### src/hdl/tlnf_pkg.sv
// Package for the line-numbering text filter.
// Holds shared constants, register indexes, and the command and queue status types.
// No dependencies.
package tlnf_pkg;

    localparam int NUMBER_DIGITS_DEF = 6;
    localparam int QUEUE_DEPTH_DEF   = 4;

    localparam int CFG_INDEX_W = 3;
    localparam int CFG_DATA_W  = 2;

    typedef enum logic [CFG_INDEX_W-1:0] {
        REG_SQUEEZE_BLANK    = 3'd0,
        REG_NUMBER_MODE      = 3'd1,
        REG_SHOW_ENDS        = 3'd2,
        REG_SHOW_TABS        = 3'd3,
        REG_SHOW_NONPRINTING = 3'd4
    } tlnf_reg_idx_t;

    localparam logic [1:0] NUM_MODE_OFF      = 2'd0;
    localparam logic [1:0] NUM_MODE_ALL      = 2'd1;
    localparam logic [1:0] NUM_MODE_NONBLANK = 2'd2;
    localparam logic [1:0] NUM_MODE_RESERVED = 2'd3;

    localparam logic [7:0] CH_TAB      = 8'd9;
    localparam logic [7:0] CH_NEWLINE  = 8'd10;
    localparam logic [7:0] CH_US       = 8'd31;
    localparam logic [7:0] CH_SPACE    = 8'd32;
    localparam logic [7:0] CH_DOLLAR   = 8'd36;
    localparam logic [7:0] CH_ZERO     = 8'd48;
    localparam logic [7:0] CH_QUESTION = 8'd63;
    localparam logic [7:0] CH_I        = 8'd73;
    localparam logic [7:0] CH_CARET    = 8'd94;
    localparam logic [7:0] CH_DEL      = 8'd127;
    localparam logic [7:0] CARET_OFFSET = 8'd64;

    // One classified input byte: whether a line number goes first, and the
    // one or two bytes that show the character itself.
    typedef struct packed {
        logic       do_num;
        logic [7:0] first;
        logic       has_second;
        logic [7:0] second;
    } tlnf_cmd_t;

    typedef struct packed {
        logic full;
        logic empty;
    } tlnf_qstat_t;

endpackage

### src/hdl/tlnf_in_if.sv
// Input channel of the text filter: one raw byte per transaction.
// Depends on nothing.
interface tlnf_in_if;
    logic       valid;
    logic       ready;
    logic [7:0] in_byte;
    logic       file_start;

    modport source (output valid, output in_byte, output file_start, input ready);
    modport sink   (input valid, input in_byte, input file_start, output ready);
endinterface

### src/hdl/tlnf_out_if.sv
// Output channel of the text filter: one formatted byte per transaction.
// Depends on nothing.
interface tlnf_out_if;
    logic       valid;
    logic       ready;
    logic [7:0] out_byte;
    logic       last_of_run;

    modport source (output valid, output out_byte, output last_of_run, input ready);
    modport sink   (input valid, input out_byte, input last_of_run, output ready);
endinterface

### src/hdl/tlnf_front.sv
// Front end of the text filter: configuration registers, line state and byte classification.
// Depends on tlnf_pkg and tlnf_in_if.
module tlnf_front
    import tlnf_pkg::*;
#(
    parameter int NUMBER_DIGITS = NUMBER_DIGITS_DEF
)
(
    input  logic                     clk,
    input  logic                     rst_n,
    input  logic                     wr_en,
    input  logic [CFG_INDEX_W-1:0]   wr_index,
    input  logic [CFG_DATA_W-1:0]    wr_data,
    tlnf_in_if.sink                  in_ch,
    input  tlnf_qstat_t              qstat,
    output logic                     push,
    output tlnf_cmd_t                cmd,
    output logic [4*NUMBER_DIGITS-1:0] bcd
);

    localparam int CW = 4 * NUMBER_DIGITS;

    logic          squeeze_reg;
    logic [1:0]    mode_reg;
    logic          ends_reg;
    logic          tabs_reg;
    logic          nonprint_reg;
    logic          prev_nl_reg, prev_nl_next;
    logic          prev2_nl_reg, prev2_nl_next;
    logic [CW-1:0] count_reg, count_next;

    logic          eff_prev, eff_prev2;
    logic [CW-1:0] eff_count, count_inc;
    logic          is_nl, drop, do_num, accept, all_nines, carry;
    logic [7:0]    c;

    always_ff @(posedge clk or negedge rst_n)
    begin
        if (!rst_n)
        begin
            squeeze_reg  <= 1'b0;
            mode_reg     <= NUM_MODE_OFF;
            ends_reg     <= 1'b0;
            tabs_reg     <= 1'b0;
            nonprint_reg <= 1'b0;
        end
        else if (wr_en)
        begin
            unique case (wr_index)
                REG_SQUEEZE_BLANK:    squeeze_reg  <= wr_data[0];
                REG_NUMBER_MODE:      mode_reg     <= wr_data[1:0];
                REG_SHOW_ENDS:        ends_reg     <= wr_data[0];
                REG_SHOW_TABS:        tabs_reg     <= wr_data[0];
                REG_SHOW_NONPRINTING: nonprint_reg <= wr_data[0];
                default: ;
            endcase
        end
    end

    assign in_ch.ready = !qstat.full;
    assign accept      = in_ch.valid && in_ch.ready;
    assign c           = in_ch.in_byte;
    assign is_nl       = (c == CH_NEWLINE);

    // A new file restarts the line history and the counter before this byte.
    assign eff_prev  = in_ch.file_start ? 1'b1 : prev_nl_reg;
    assign eff_prev2 = in_ch.file_start ? 1'b0 : prev2_nl_reg;
    assign eff_count = in_ch.file_start ? CW'(1) : count_reg;

    assign drop   = squeeze_reg && is_nl && eff_prev && eff_prev2;
    assign do_num = eff_prev && ((mode_reg == NUM_MODE_ALL) ||
                                 ((mode_reg == NUM_MODE_NONBLANK) && !is_nl));

    // Decimal increment that holds at all nines.
    always_comb
    begin
        all_nines = 1'b1;
        carry     = 1'b1;
        count_inc = eff_count;
        for (int i = 0; i < NUMBER_DIGITS; i++)
        begin
            if (eff_count[4*i +: 4] != 4'd9)
                all_nines = 1'b0;
        end
        for (int i = 0; i < NUMBER_DIGITS; i++)
        begin
            if (carry)
            begin
                if (eff_count[4*i +: 4] == 4'd9)
                    count_inc[4*i +: 4] = 4'd0;
                else
                begin
                    count_inc[4*i +: 4] = eff_count[4*i +: 4] + 4'd1;
                    carry = 1'b0;
                end
            end
        end
        if (all_nines)
            count_inc = eff_count;
    end

    always_comb
    begin
        prev_nl_next  = prev_nl_reg;
        prev2_nl_next = prev2_nl_reg;
        count_next    = count_reg;
        if (accept)
        begin
            if (drop)
            begin
                prev_nl_next  = eff_prev;
                prev2_nl_next = eff_prev2;
                count_next    = eff_count;
            end
            else
            begin
                prev_nl_next  = is_nl;
                prev2_nl_next = eff_prev;
                count_next    = do_num ? count_inc : eff_count;
            end
        end
    end

    always_ff @(posedge clk or negedge rst_n)
    begin
        if (!rst_n)
        begin
            prev_nl_reg  <= 1'b1;
            prev2_nl_reg <= 1'b0;
            count_reg    <= CW'(1);
        end
        else
        begin
            prev_nl_reg  <= prev_nl_next;
            prev2_nl_reg <= prev2_nl_next;
            count_reg    <= count_next;
        end
    end

    // Character expansion into one or two bytes.
    always_comb
    begin
        cmd.do_num     = do_num;
        cmd.first      = c;
        cmd.has_second = 1'b0;
        cmd.second     = c;
        if (ends_reg && is_nl)
        begin
            cmd.first      = CH_DOLLAR;
            cmd.has_second = 1'b1;
            cmd.second     = CH_NEWLINE;
        end
        else if (tabs_reg && (c == CH_TAB))
        begin
            cmd.first      = CH_CARET;
            cmd.has_second = 1'b1;
            cmd.second     = CH_I;
        end
        else if (nonprint_reg && ((c < CH_TAB) || ((c > CH_NEWLINE) && (c <= CH_US))))
        begin
            cmd.first      = CH_CARET;
            cmd.has_second = 1'b1;
            cmd.second     = c + CARET_OFFSET;
        end
        else if (nonprint_reg && (c == CH_DEL))
        begin
            cmd.first      = CH_CARET;
            cmd.has_second = 1'b1;
            cmd.second     = CH_QUESTION;
        end
    end

    assign bcd  = eff_count;
    assign push = accept && !drop;

endmodule

### src/hdl/tlnf_queue.sv
// Small register queue between the front and back ends of the text filter.
// Depends on tlnf_pkg.
module tlnf_queue
    import tlnf_pkg::*;
#(
    parameter int WIDTH = 8,
    parameter int DEPTH = QUEUE_DEPTH_DEF
)
(
    input  logic             clk,
    input  logic             rst_n,
    input  logic             push,
    input  logic [WIDTH-1:0] wdata,
    input  logic             pop,
    output logic [WIDTH-1:0] rdata,
    output tlnf_qstat_t      qstat
);

    localparam int PW = (DEPTH > 1) ? $clog2(DEPTH) : 1;
    localparam int NW = $clog2(DEPTH + 1);

    logic [WIDTH-1:0] mem_reg [DEPTH];
    logic [PW-1:0]    wr_ptr_reg, rd_ptr_reg;
    logic [NW-1:0]    count_reg;
    logic             do_push, do_pop;

    assign qstat.full  = (count_reg == NW'(DEPTH));
    assign qstat.empty = (count_reg == '0);
    assign do_push     = push && !qstat.full;
    assign do_pop      = pop && !qstat.empty;
    assign rdata       = mem_reg[rd_ptr_reg];

    always_ff @(posedge clk)
    begin
        if (do_push)
            mem_reg[wr_ptr_reg] <= wdata;
    end

    always_ff @(posedge clk or negedge rst_n)
    begin
        if (!rst_n)
        begin
            wr_ptr_reg <= '0;
            rd_ptr_reg <= '0;
            count_reg  <= '0;
        end
        else
        begin
            if (do_push)
                wr_ptr_reg <= (wr_ptr_reg == PW'(DEPTH - 1)) ? '0 : wr_ptr_reg + 1'b1;
            if (do_pop)
                rd_ptr_reg <= (rd_ptr_reg == PW'(DEPTH - 1)) ? '0 : rd_ptr_reg + 1'b1;
            if (do_push && !do_pop)
                count_reg <= count_reg + 1'b1;
            else if (do_pop && !do_push)
                count_reg <= count_reg - 1'b1;
        end
    end

endmodule

### src/hdl/tlnf_back.sv
// Back end of the text filter: expands one queued command into output bytes.
// Depends on tlnf_pkg and tlnf_out_if.
module tlnf_back
    import tlnf_pkg::*;
#(
    parameter int NUMBER_DIGITS = NUMBER_DIGITS_DEF
)
(
    input  logic                       clk,
    input  logic                       rst_n,
    input  logic                       q_valid,
    input  tlnf_cmd_t                  cmd,
    input  logic [4*NUMBER_DIGITS-1:0] bcd,
    output logic                       pop,
    tlnf_out_if.source                 out_ch
);

    localparam int SW = $clog2(NUMBER_DIGITS + 3);
    localparam int DW = (NUMBER_DIGITS > 1) ? $clog2(NUMBER_DIGITS) : 1;

    logic [SW-1:0] step_reg;
    logic          leading_reg;
    logic          out_valid_reg;
    logic [7:0]    out_byte_reg;
    logic          out_last_reg;

    logic [3:0]    digits [NUMBER_DIGITS];
    logic [DW-1:0] di;
    logic [3:0]    d, dsat;
    logic [SW-1:0] cstep;
    logic          in_num, is_tab, blank, last, advance;
    logic [7:0]    byte_val;

    for (genvar g = 0; g < NUMBER_DIGITS; g++)
    begin : g_digits
        assign digits[g] = bcd[4*g +: 4];
    end

    assign in_num = cmd.do_num && (step_reg < SW'(NUMBER_DIGITS));
    assign is_tab = cmd.do_num && (step_reg == SW'(NUMBER_DIGITS));
    assign cstep  = cmd.do_num ? (step_reg - SW'(NUMBER_DIGITS + 1)) : step_reg;
    assign di     = DW'(SW'(NUMBER_DIGITS - 1) - step_reg);
    assign d      = digits[di];
    assign dsat   = (d > 4'd9) ? 4'd9 : d;
    assign blank  = leading_reg && (d == 4'd0) && (di != '0);

    always_comb
    begin
        if (in_num)
            byte_val = blank ? CH_SPACE : (CH_ZERO + {4'd0, dsat});
        else if (is_tab)
            byte_val = CH_TAB;
        else if (cstep == '0)
            byte_val = cmd.first;
        else
            byte_val = cmd.second;
    end

    assign last    = !in_num && !is_tab && (cstep == SW'(cmd.has_second));
    assign advance = q_valid && (!out_valid_reg || out_ch.ready);
    assign pop     = advance && last;

    always_ff @(posedge clk or negedge rst_n)
    begin
        if (!rst_n)
        begin
            step_reg      <= '0;
            leading_reg   <= 1'b1;
            out_valid_reg <= 1'b0;
        end
        else
        begin
            if (advance)
            begin
                out_valid_reg <= 1'b1;
                if (last)
                begin
                    step_reg    <= '0;
                    leading_reg <= 1'b1;
                end
                else
                begin
                    step_reg <= step_reg + 1'b1;
                    if (in_num && (d != 4'd0))
                        leading_reg <= 1'b0;
                end
            end
            else if (out_ch.ready)
                out_valid_reg <= 1'b0;
        end
    end

    always_ff @(posedge clk)
    begin
        if (advance)
        begin
            out_byte_reg <= byte_val;
            out_last_reg <= last;
        end
    end

    assign out_ch.valid       = out_valid_reg;
    assign out_ch.out_byte    = out_byte_reg;
    assign out_ch.last_of_run = out_last_reg;

endmodule

### src/hdl/text_line_number_visible_filter_top.sv
// Top level of the line-numbering, visible-character text filter.
// Depends on tlnf_pkg, tlnf_in_if, tlnf_out_if, tlnf_front, tlnf_queue and tlnf_back.

// This block formats a byte stream the way a cat utility does. Each input
// transaction carries one byte and a file_start flag; file_start clears the
// newline history and sets the line counter back to one before that byte is
// handled. Each input byte produces zero to NUMBER_DIGITS + 3 output
// transactions, and last_of_run marks the final byte of each group. A blank
// line squeezed away produces no output at all. The front end takes one
// input transaction per clock as long as its four-entry command queue has
// room, updates the line state and the decimal counter in that same cycle,
// and queues a command. The back end drains the queue into a registered
// output stage at one byte per clock while the receiver is ready, so an
// input byte that expands to k output bytes holds the back end until all k
// are out, and the input stalls only once the queue has filled. The first
// output byte of a command passes through the queue entry and then the
// output register before it is presented. Configuration registers
// (squeeze_blank, number_mode, show_ends, show_tabs, show_nonprinting at
// indexes 0 to 4) are written through wr_en, wr_index and wr_data; the
// user must write them only while the block is idle, which the block itself
// does not enforce, and they apply from the next input on.
module text_line_number_visible_filter_top
    import tlnf_pkg::*;
#(
    parameter int NUMBER_DIGITS = NUMBER_DIGITS_DEF,
    parameter int QUEUE_DEPTH   = QUEUE_DEPTH_DEF
)
(
    input  logic                   clk,
    input  logic                   rst_n,
    input  logic                   wr_en,
    input  logic [CFG_INDEX_W-1:0] wr_index,
    input  logic [CFG_DATA_W-1:0]  wr_data,
    tlnf_in_if.sink                in_ch,
    tlnf_out_if.source             out_ch
);

    localparam int CW = 4 * NUMBER_DIGITS;
    localparam int QW = $bits(tlnf_cmd_t) + CW;

    tlnf_cmd_t     f_cmd, b_cmd;
    logic [CW-1:0] f_bcd, b_bcd;
    logic          push, pop;
    tlnf_qstat_t   qstat;
    logic [QW-1:0] q_rdata;

    // Front end: configuration, line state, classification.
    tlnf_front #(
        .NUMBER_DIGITS (NUMBER_DIGITS)
    ) u_front (
        .clk      (clk),
        .rst_n    (rst_n),
        .wr_en    (wr_en),
        .wr_index (wr_index),
        .wr_data  (wr_data),
        .in_ch    (in_ch),
        .qstat    (qstat),
        .push     (push),
        .cmd      (f_cmd),
        .bcd      (f_bcd)
    );

    // Command queue: each entry holds the counter snapshot and the character bytes.
    tlnf_queue #(
        .WIDTH (QW),
        .DEPTH (QUEUE_DEPTH)
    ) u_queue (
        .clk   (clk),
        .rst_n (rst_n),
        .push  (push),
        .wdata ({f_cmd, f_bcd}),
        .pop   (pop),
        .rdata (q_rdata),
        .qstat (qstat)
    );

    assign b_cmd = q_rdata[QW-1:CW];
    assign b_bcd = q_rdata[CW-1:0];

    // Back end: byte-by-byte expansion into the output register.
    tlnf_back #(
        .NUMBER_DIGITS (NUMBER_DIGITS)
    ) u_back (
        .clk     (clk),
        .rst_n   (rst_n),
        .q_valid (!qstat.empty),
        .cmd     (b_cmd),
        .bcd     (b_bcd),
        .pop     (pop),
        .out_ch  (out_ch)
    );

    // The front end never pushes into a full queue.
    assert property (@(posedge clk) disable iff (!rst_n) !(push && qstat.full))
        else $error("command pushed into a full queue");

    // With nothing queued and nothing held, no output byte can appear next cycle.
    assert property (@(posedge clk) disable iff (!rst_n)
        (qstat.empty && !out_ch.valid) |=> !out_ch.valid)
        else $error("output appeared without a queued command");

    // The back end releases a queue entry only while it is loading the output stage.
    assert property (@(posedge clk) disable iff (!rst_n)
        pop |=> (out_ch.valid && out_ch.last_of_run))
        else $error("queue entry retired without a final output byte");

endmodule

### src/flat_wrapper.sv
// flat-port wrapper written by rule: the top's interface ports become plain ports
module text_line_number_visible_filter_top_flat import tlnf_pkg::*;
#(
    parameter int NUMBER_DIGITS = NUMBER_DIGITS_DEF,
    parameter int QUEUE_DEPTH   = QUEUE_DEPTH_DEF
)
  (clk, rst_n, wr_en, wr_index, wr_data, in_ch_valid, in_ch_in_byte, in_ch_file_start, in_ch_ready, out_ch_valid, out_ch_out_byte, out_ch_last_of_run, out_ch_ready);
  tlnf_in_if in_ch_i ();
  tlnf_out_if out_ch_i ();
  input  logic clk;
  input  logic rst_n;
  input  logic wr_en;
  input  logic [CFG_INDEX_W-1:0] wr_index;
  input  logic [CFG_DATA_W-1:0] wr_data;
  input wire logic [$bits(in_ch_i.valid)-1:0] in_ch_valid;
  input wire logic [$bits(in_ch_i.in_byte)-1:0] in_ch_in_byte;
  input wire logic [$bits(in_ch_i.file_start)-1:0] in_ch_file_start;
  output wire logic [$bits(in_ch_i.ready)-1:0] in_ch_ready;
  output wire logic [$bits(out_ch_i.valid)-1:0] out_ch_valid;
  output wire logic [$bits(out_ch_i.out_byte)-1:0] out_ch_out_byte;
  output wire logic [$bits(out_ch_i.last_of_run)-1:0] out_ch_last_of_run;
  input wire logic [$bits(out_ch_i.ready)-1:0] out_ch_ready;
  assign in_ch_i.valid = in_ch_valid;
  assign in_ch_i.in_byte = in_ch_in_byte;
  assign in_ch_i.file_start = in_ch_file_start;
  assign in_ch_ready = in_ch_i.ready;
  assign out_ch_valid = out_ch_i.valid;
  assign out_ch_out_byte = out_ch_i.out_byte;
  assign out_ch_last_of_run = out_ch_i.last_of_run;
  assign out_ch_i.ready = out_ch_ready;
  text_line_number_visible_filter_top #(.NUMBER_DIGITS(NUMBER_DIGITS), .QUEUE_DEPTH(QUEUE_DEPTH)) u_core (.clk(clk), .rst_n(rst_n), .wr_en(wr_en), .wr_index(wr_index), .wr_data(wr_data), .in_ch(in_ch_i), .out_ch(out_ch_i));
endmodule
### config.mk
export PLATFORM = sky130hd
export DESIGN_NAME = text_line_number_visible_filter_top_flat
export DESIGN_NICKNAME = d
export VERILOG_FILES = /design/src/hdl/tlnf_pkg.sv /design/src/hdl/tlnf_in_if.sv /design/src/hdl/tlnf_out_if.sv /design/src/hdl/tlnf_front.sv /design/src/hdl/tlnf_queue.sv /design/src/hdl/tlnf_back.sv /design/src/hdl/text_line_number_visible_filter_top.sv /design/src/flat_wrapper.sv
export SDC_FILE = /design/constraint.sdc
export NUM_CORES = 1
export LEC_CHECK = 0
export BUFFER_PORTS_ARGS = -buffer_cell sky130_fd_sc_hd__buf_2
export CAP_MARGIN = 20
export CORE_MARGIN = 2
export CORE_UTILIZATION = 39
export CTS_CLUSTER_SIZE = 28
export DETAILED_ROUTE_END_ITERATION = 8
export PLACE_DENSITY = 0.58
export SLEW_MARGIN = 20
export SYNTH_ARGS = -nofsm -noshare
export SYNTH_HDL_FRONTEND = slang
export SYNTH_SLANG_ARGS = --single-unit
export TNS_END_PERCENT = 10
### constraint.sdc
create_clock -name clk -period 5 [get_ports clk]
set_input_delay 0.5 -clock clk [delete_from_list [all_inputs] [get_ports clk]]
set_output_delay 0.5 -clock clk [all_outputs]
set_load 0.005 [all_outputs]
# --- Word level (Yosys, flattened, before mapping) ---
# Memories as Yosys holds them, arrays and structs flattened.
# Index checks and enable logic that the tools add are counted.
# W data, S select, Z words.
op_classes:
  bitwise_logic: 1
  add_sub_neg: 15
  eq_ne: 26
  magnitude_cmp: 6
  reduce_logical: 52
  muxes: 58
ops:
  columns: ["operator", "count"]
  rows:
  - ["$mux W24", 4]
  - ["$mux W17", 4]
  - ["$mux W4", 16]
  - ["$add A4 B1 Y4 const B", 7]
  - ["$logic_and A1 B1 Y1", 25]
  - ["$mux W1", 25]
  - ["$eq A4 B4 Y1 const B", 6]
  - ["$mux W8", 3]
  - ["$ne A4 B4 Y1 const B", 6]
  - ["$eq A8 B4 Y1 const B", 2]
  - ["$bmux W4 S3", 1]
  - ["$reduce_and A2 Y1", 6]
  - ["$logic_not A1 Y1", 9]
  - ["$add A8 B7 Y8 const B", 1]
  - ["$eq A8 B7 Y1 const B", 1]
  - ["$gt A8 B4 Y1 const B", 1]
  - ["$le A8 B5 Y1 const B", 1]
  - ["$logic_not A4 Y1", 2]
  - ["$lt A8 B4 Y1 const B", 1]
  - ["$add A6 B4 Y7 const A", 1]
  - ["$mux W7", 1]
  - ["$eq A2 B2 Y1 const B", 3]
  - ["$eq A3 B2 Y1 const B", 2]
  - ["$eq A3 B3 Y1 const B", 2]
  - ["20 further kinds", 28]
totals:
  ff_bits: 54
  in_bits: 19
  ramBits: 168
  mem_count: 1
  wordCells: 175
  out_inout_bits: 11
mem_list:
  columns: ["name", "depth", "word_bits", "read_ports", "rd_clocked_by_memory_dff", "wr", "line_no", "source"]
  rows:
  - ["u_core.u_queue.mem_reg", 4, 42, 1, 0, 1, "tlnf_queue.sv:22", "logic [WIDTH-1:0] mem_reg [DEPTH];"]

# --- Depth between registers and ports, before layout ---
logic_depth:
  word_depth: 11
  mapped_depth: 12
  mapped_depth_nobuf: 12

# --- Cells and area by module ---
# Synthesis repeated with hierarchy kept, for this count alone.
unflattened:
  cells_unflattened: 659
  hier_area_um2: 10087.2
by_module_without_submodules:
  columns: ["mod", "area_per_inst_um2", "n_inst", "cells_per_inst", "seq_area_each_um2"]
  rows:
  - ["tlnf_queue", 6502.5, 1, 257, 5220.0]
  - ["tlnf_front", 2491.1, 1, 298, 803.3]
  - ["tlnf_back", 1089.8, 1, 103, 421.7]
  - ["text_line_number_visible_filter_top", 3.8, 1, 1, 0.0]

# --- Least setup slack after synthesis ---
# OpenSTA, ideal clock, no wires.
synth_path:
  kind: "input to register"
  startpoint: "input in_ch_in_byte[7]"
  endpoint: "memory u_core.u_queue.mem_reg[3][0] (netlist bit) (enable)"
  path_buffers: 0
  setup_time_ns: 0.404
  cell_stages: 6
  required_time_ns: 4.596
  slack_ns: 2.214
  arrival_ns: 2.383
  cell_sequence: "inv_1 > ha_1 > nand2b_1 > nor4_2 > nor2_1 > and2_1"
synth_between:
  elab_chain_len: 9
synth_lines:
  columns: ["element", "line_no", "source"]
  rows:
  - ["from (decl)", "flat_wrapper.sv:16", "input wire logic [$bits(in_ch_i.in_byte)-1:0] in_ch_in_byte;"]
  - ["$eq A8 B4 Y1", "tlnf_front.sv:63", "assign is_nl = (c == CH_NEWLINE);"]
  - ["$logic_and A1 B1 Y1 (3 in series)", "tlnf_front.sv:70", "assign drop = squeeze_reg && is_nl && eff_prev && eff_prev2;"]
  - ["$logic_not A1 Y1", "tlnf_front.sv:174", "assign push = accept && !drop;"]
  - ["$logic_and A1 B1 Y1", "tlnf_front.sv:174", null]
  - ["$logic_and A1 B1 Y1", "tlnf_queue.sv:29", "assign do_push = push && !qstat.full;"]
  - ["via u_core.u_queue.do_push", "tlnf_queue.sv:25", "logic do_push, do_pop;"]
  - ["$mux W1", "tlnf_queue.sv:35", "if (do_push)"]
  - ["$mux W1 (implied by the code)", "tlnf_queue.sv:36", "mem_reg[wr_ptr_reg] <= wdata;"]
  - ["to (decl)", "tlnf_queue.sv:22", null]
# The timed path passes the listed nets, and every way through them passes these cells.

# --- Final worst setup path ---
layout_path:
  startpoint: "register u_core.u_back.step_reg[0]"
  endpoint: "register u_core.u_queue.count_reg[2]"
layout_between:
  elab_chain_len: 10
  elab_cells_between_ends: 18
  classes_between: "add/sub: 1; order compare: 1; eq/ne: 2; mux: 2; reduce/logical: 12"
layout_lines:
  columns: ["element", "line_no", "source"]
  rows:
  - ["from (decl)", "tlnf_back.sv:21", "logic [SW-1:0] step_reg;"]
  - ["from (signal assigned)", "tlnf_back.sv:83", "step_reg <= step_reg + 1'b1;"]
  - ["branches (longest 4 deep; another with $sub A4 B3 Y4)", null, null]
  - ["$logic_and A1 B1 Y1 (*)", "tlnf_back.sv:59", "assign last = !in_num && !is_tab && (cstep == SW'(cmd.has_second));"]
  - ["via u_core.u_back.last", "tlnf_back.sv:31", "logic in_num, is_tab, blank, last, advance;"]
  - ["$logic_and A1 B1 Y1 (*)", "tlnf_back.sv:61", "assign pop = advance && last;"]
  - ["$logic_and A1 B1 Y1 (*)", "tlnf_queue.sv:30", "assign do_pop = pop && !qstat.empty;"]
  - ["$logic_not A1 Y1", "tlnf_queue.sv:53", "if (do_push && !do_pop)"]
  - ["$logic_and A1 B1 Y1", "tlnf_queue.sv:53", null]
  - ["$mux W3 or $reduce_bool A2 Y1 (tied branches)", null, null]
  - ["to (signal assigned)", "tlnf_queue.sv:54", "count_reg <= count_reg + 1'b1;"]
  - ["to (signal assigned)", "tlnf_queue.sv:56", "count_reg <= count_reg - 1'b1;"]
  - ["to (decl)", "tlnf_queue.sv:24", "logic [NW-1:0] count_reg;"]
# Mark *: on every way through the listed nets, which the timed path passes.
# A chain may end at the register's enable or synchronous reset.

==> qor.csv <==
stage,metric,value,unit
clocking,cts.sinks,222,
sta,period_share,69.44,%
place,io_buffers,29,
sta,slew_headroom,38.92,%
worst_setup_path,path_max_fanout,23,
global_route,grt_overflow,0,
sta,rsz0062_at_grt,false,
clocking,ctsHtreeMaxLevel,1,
floorplan,std_cell_rows,58,
power_and_ir_drop,p_comb_share,28.6,%
logic_synthesis,synth_edf_count,177,
flow_run,maxCapViolations,0,
floorplan,start_util,39.83,%
place,dp_hpwl,14710,µm
worst_setup_path,arrival,3.89,ns
logic_synthesis,synthArstFlopShare,20.27,%
power_and_ir_drop,p_clk_share,28.5,%
route,avgViaCountPerCell,5.682,
logic_synthesis,syn_nets,723,
sta,setup_slack,1.528,ns
logic_synthesis,synth-main-ff-cell,edfxtp_1,
logic_synthesis,synth_warnings,0,
sta,drv_slew,0,
logic_synthesis,synth-seq-area-share,64.08,%
route,vias,6074,
power_and_ir_drop,leakagePower,0.004006,µW
floorplan,coreArea,25250,µm²
layout,drive_above_1_share,18.70,%
layout,final_nets,754,
floorplan,boundaryPins,30,
layout,fin_area,11330,µm²
worst_setup_path,r2r_cells,11,
route,drt_first_pass_iters,4,
floorplan,die_h,164.6,µm
logic_synthesis,synth_cells,691,
logic_synthesis,synthDistinctLibCells,84,
sta,max_freq,288.0,MHz
sta,setup_tns,0,ns
sta,fin_skew,0.01149,ns
logic_synthesis,syn_avg_cell_area,14.56,µm²
global_route,grt_pass1_vias,6186,
clocking,cts_root_buffer,clkbuf_16,
outcome,status,"complete, no violations",
sta,fin_crit,3.472,ns
logic_synthesis,netlist_area,10060,µm²
sta,worst_pin_slew,0.9162,ns
power_and_ir_drop,sw_frac_of_total,31.63,%
floorplan,die_w,164.6,µm
power_and_ir_drop,power_density,563.5,nW/µm²
logic_synthesis,synth.top_cells.by_area,"edfxtp_1, dfrtp_1, mux4_2",
worst_setup_path,cp.required,5.42,ns
sta,hold_viol,0,
worst_setup_path,end_kind,flop,
layout,largest_reg_flops,168,
clocking,cts_setup_buffers,0,
sta,finalSetupViolations,0,
route,totalWireLength,22200,µm
global_route,grt_pass1_wl,34980,µm
sta,holdWs,0.1041,ns
hold_path,min-delay-path-class,primary input to async pin,
logic_synthesis,yosysMostFrequentCell,edfxtp_1,
clocking,clk-insertion-delay-late,0.50,ns
clocking,cts_hold_buffers,0,
layout,fillCellCount,2266,
power_and_ir_drop,p_seq_share,42.9,%
logic_synthesis,ys_ff_latch,222,
place,gp_congestion,0.8202,
logic_synthesis,ys_top_cells_by_count,"edfxtp_1, nand2_1, dfrtp_1",
route,route.detailed.drc,0,
power_and_ir_drop,p_int,4364,µW
clocking,clk_path_buf_depth,3,
place,place_area,10510,µm²
global_route,antenna_found_initial,0,
clocking,cts.clk_slew.worst_paths,0.07,ns
power_and_ir_drop,p_sw,2019,µW
worst_setup_path,path_class,flop to flop,
clocking,cts-resized-gates,0,
place,place_ws,1.558,ns
floorplan,dieArea,27090,µm²
power_and_ir_drop,ir_drop,0.2544,mV
layout,area_growth,12.61,%
worst_setup_path,startpoint_type,flop,
clocking,tritoncts,built,
global_route,grt_max_degree,46,
route,ant_nets,0,
clocking,cts_buffers,23,
route,detail_route.wl_per_cell,20.76,µm
logic_synthesis,synth_top_area_share,52.84,%
route,drt-initial-drc-count,627,
logic_synthesis,yosys.area.top_type,edfxtp_1,
global_route,grt_usage,16.84,%
[through the flow]
step	std cells	util, %	power (µW)
floorplan	691	-	4067
global placement	1027	41.63	4560
detailed placement	1027	41.63	4617
CTS	1068	44.84	6447
global route	1068	44.84	6717
finish	1069	44.85	6383
[path summary, 6_finish.rpt]
kind | start | to | slack [ns]
worst max-delay path | u_core.u_back.step_reg[0] | u_core.u_queue.count_reg[2] | 1.53
max in group asynchronous | rst_n | u_core.u_front.count_reg[21] | 4.42
worst max register to register | u_core.u_back.step_reg[0] | u_core.u_queue.count_reg[2] | 1.53
min in group clk | wr_data[1] | u_core.u_front.mode_reg[1] | 0.23
worst min register to register | u_core.u_front.prev_nl_reg | u_core.u_front.prev_nl_reg | 0.48
worst min-delay path | rst_n | u_core.u_queue.rd_ptr_reg[1] | 0.10
[cell type report]
type	count	area, µm²	area share, %
tap	330	412.9	3.645
antenna	1	2.502	0.02209
clock inverter	14	200.2	1.767
multi-input combinational	407	3321	29.32
timing repair buffer	40	227.7	2.010
sequential	222	6447	56.92
inverter	28	105.1	0.9279
clock buffer	27	610.6	5.390
[power by group through the flow]
stage                     Combinational [µW]  Clock (µW)  Sequential (µW)
final                                   1830        1820             2740
after global routing                    2000        1930             2790
after detailed placement                1840           0             2780
after CTS                               1850        1860             2740
after global placement                  1800           0             2760
after floorplan                         1450           0             2620
[placed cells by master, fill, tap and decap left out, drive strengths merged, types with 6 or more instances in the layout]
master | netlist | layout
nor2 | 32 | 32
nor2b | 22 | 22
and2 | 11 | 11
clkinv | 1 | 7
a31oi | 11 | 11
ha | 12 | 12
mux2i | 19 | 19
dfrtp | 42 | 42
nand3 | 17 | 17
mux2 | 14 | 14
nand2 | 48 | 48
a21oi | 22 | 22
o211ai | 6 | 6
mux4 | 34 | 34
nor3 | 6 | 6
clkbuf | 20 | 27
buf | 14 | 40
o21ai | 28 | 28
nand2b | 8 | 8
inv | 27 | 28
edfxtp | 177 | 177
nor4 | 7 | 7
nor4b | 6 | 6
a2111oi | 6 | 6
nand4 | 9 | 9
[metal layers]
metal	vias to the layer above	GRT usage (%)	part of all wire, %
met4	0	4.071	1.5
met2	132	27.33	47
li1	2760	-	-
met3	25	1.959	3.8
met1	3157	24.42	47
met5	-	0	0
[worst max-delay path, stage by stage (launching register included)]
cell and delay, ns:
dfrtp_1 0.85, clkinv_1 0.47, xnor2_1 0.35, mux2i_1 0.25, nor2_2 0.10, nand2_1 0.23
ha_1 0.24, inv_1 0.06, fa_1 0.37, xor2_1 0.17, nor2_1 0.11, xor2_1 0.18
[cells by family after synthesis]
family	share of synthesized area, %
compound gates	8.434
buf+inv	2.960
xor+xnor	0.6966
fa+ha+maj	1.692
flops	64.08
simple gates	10.77
mux	11.37
Note: power is estimated with default switching activity, not from simulation.
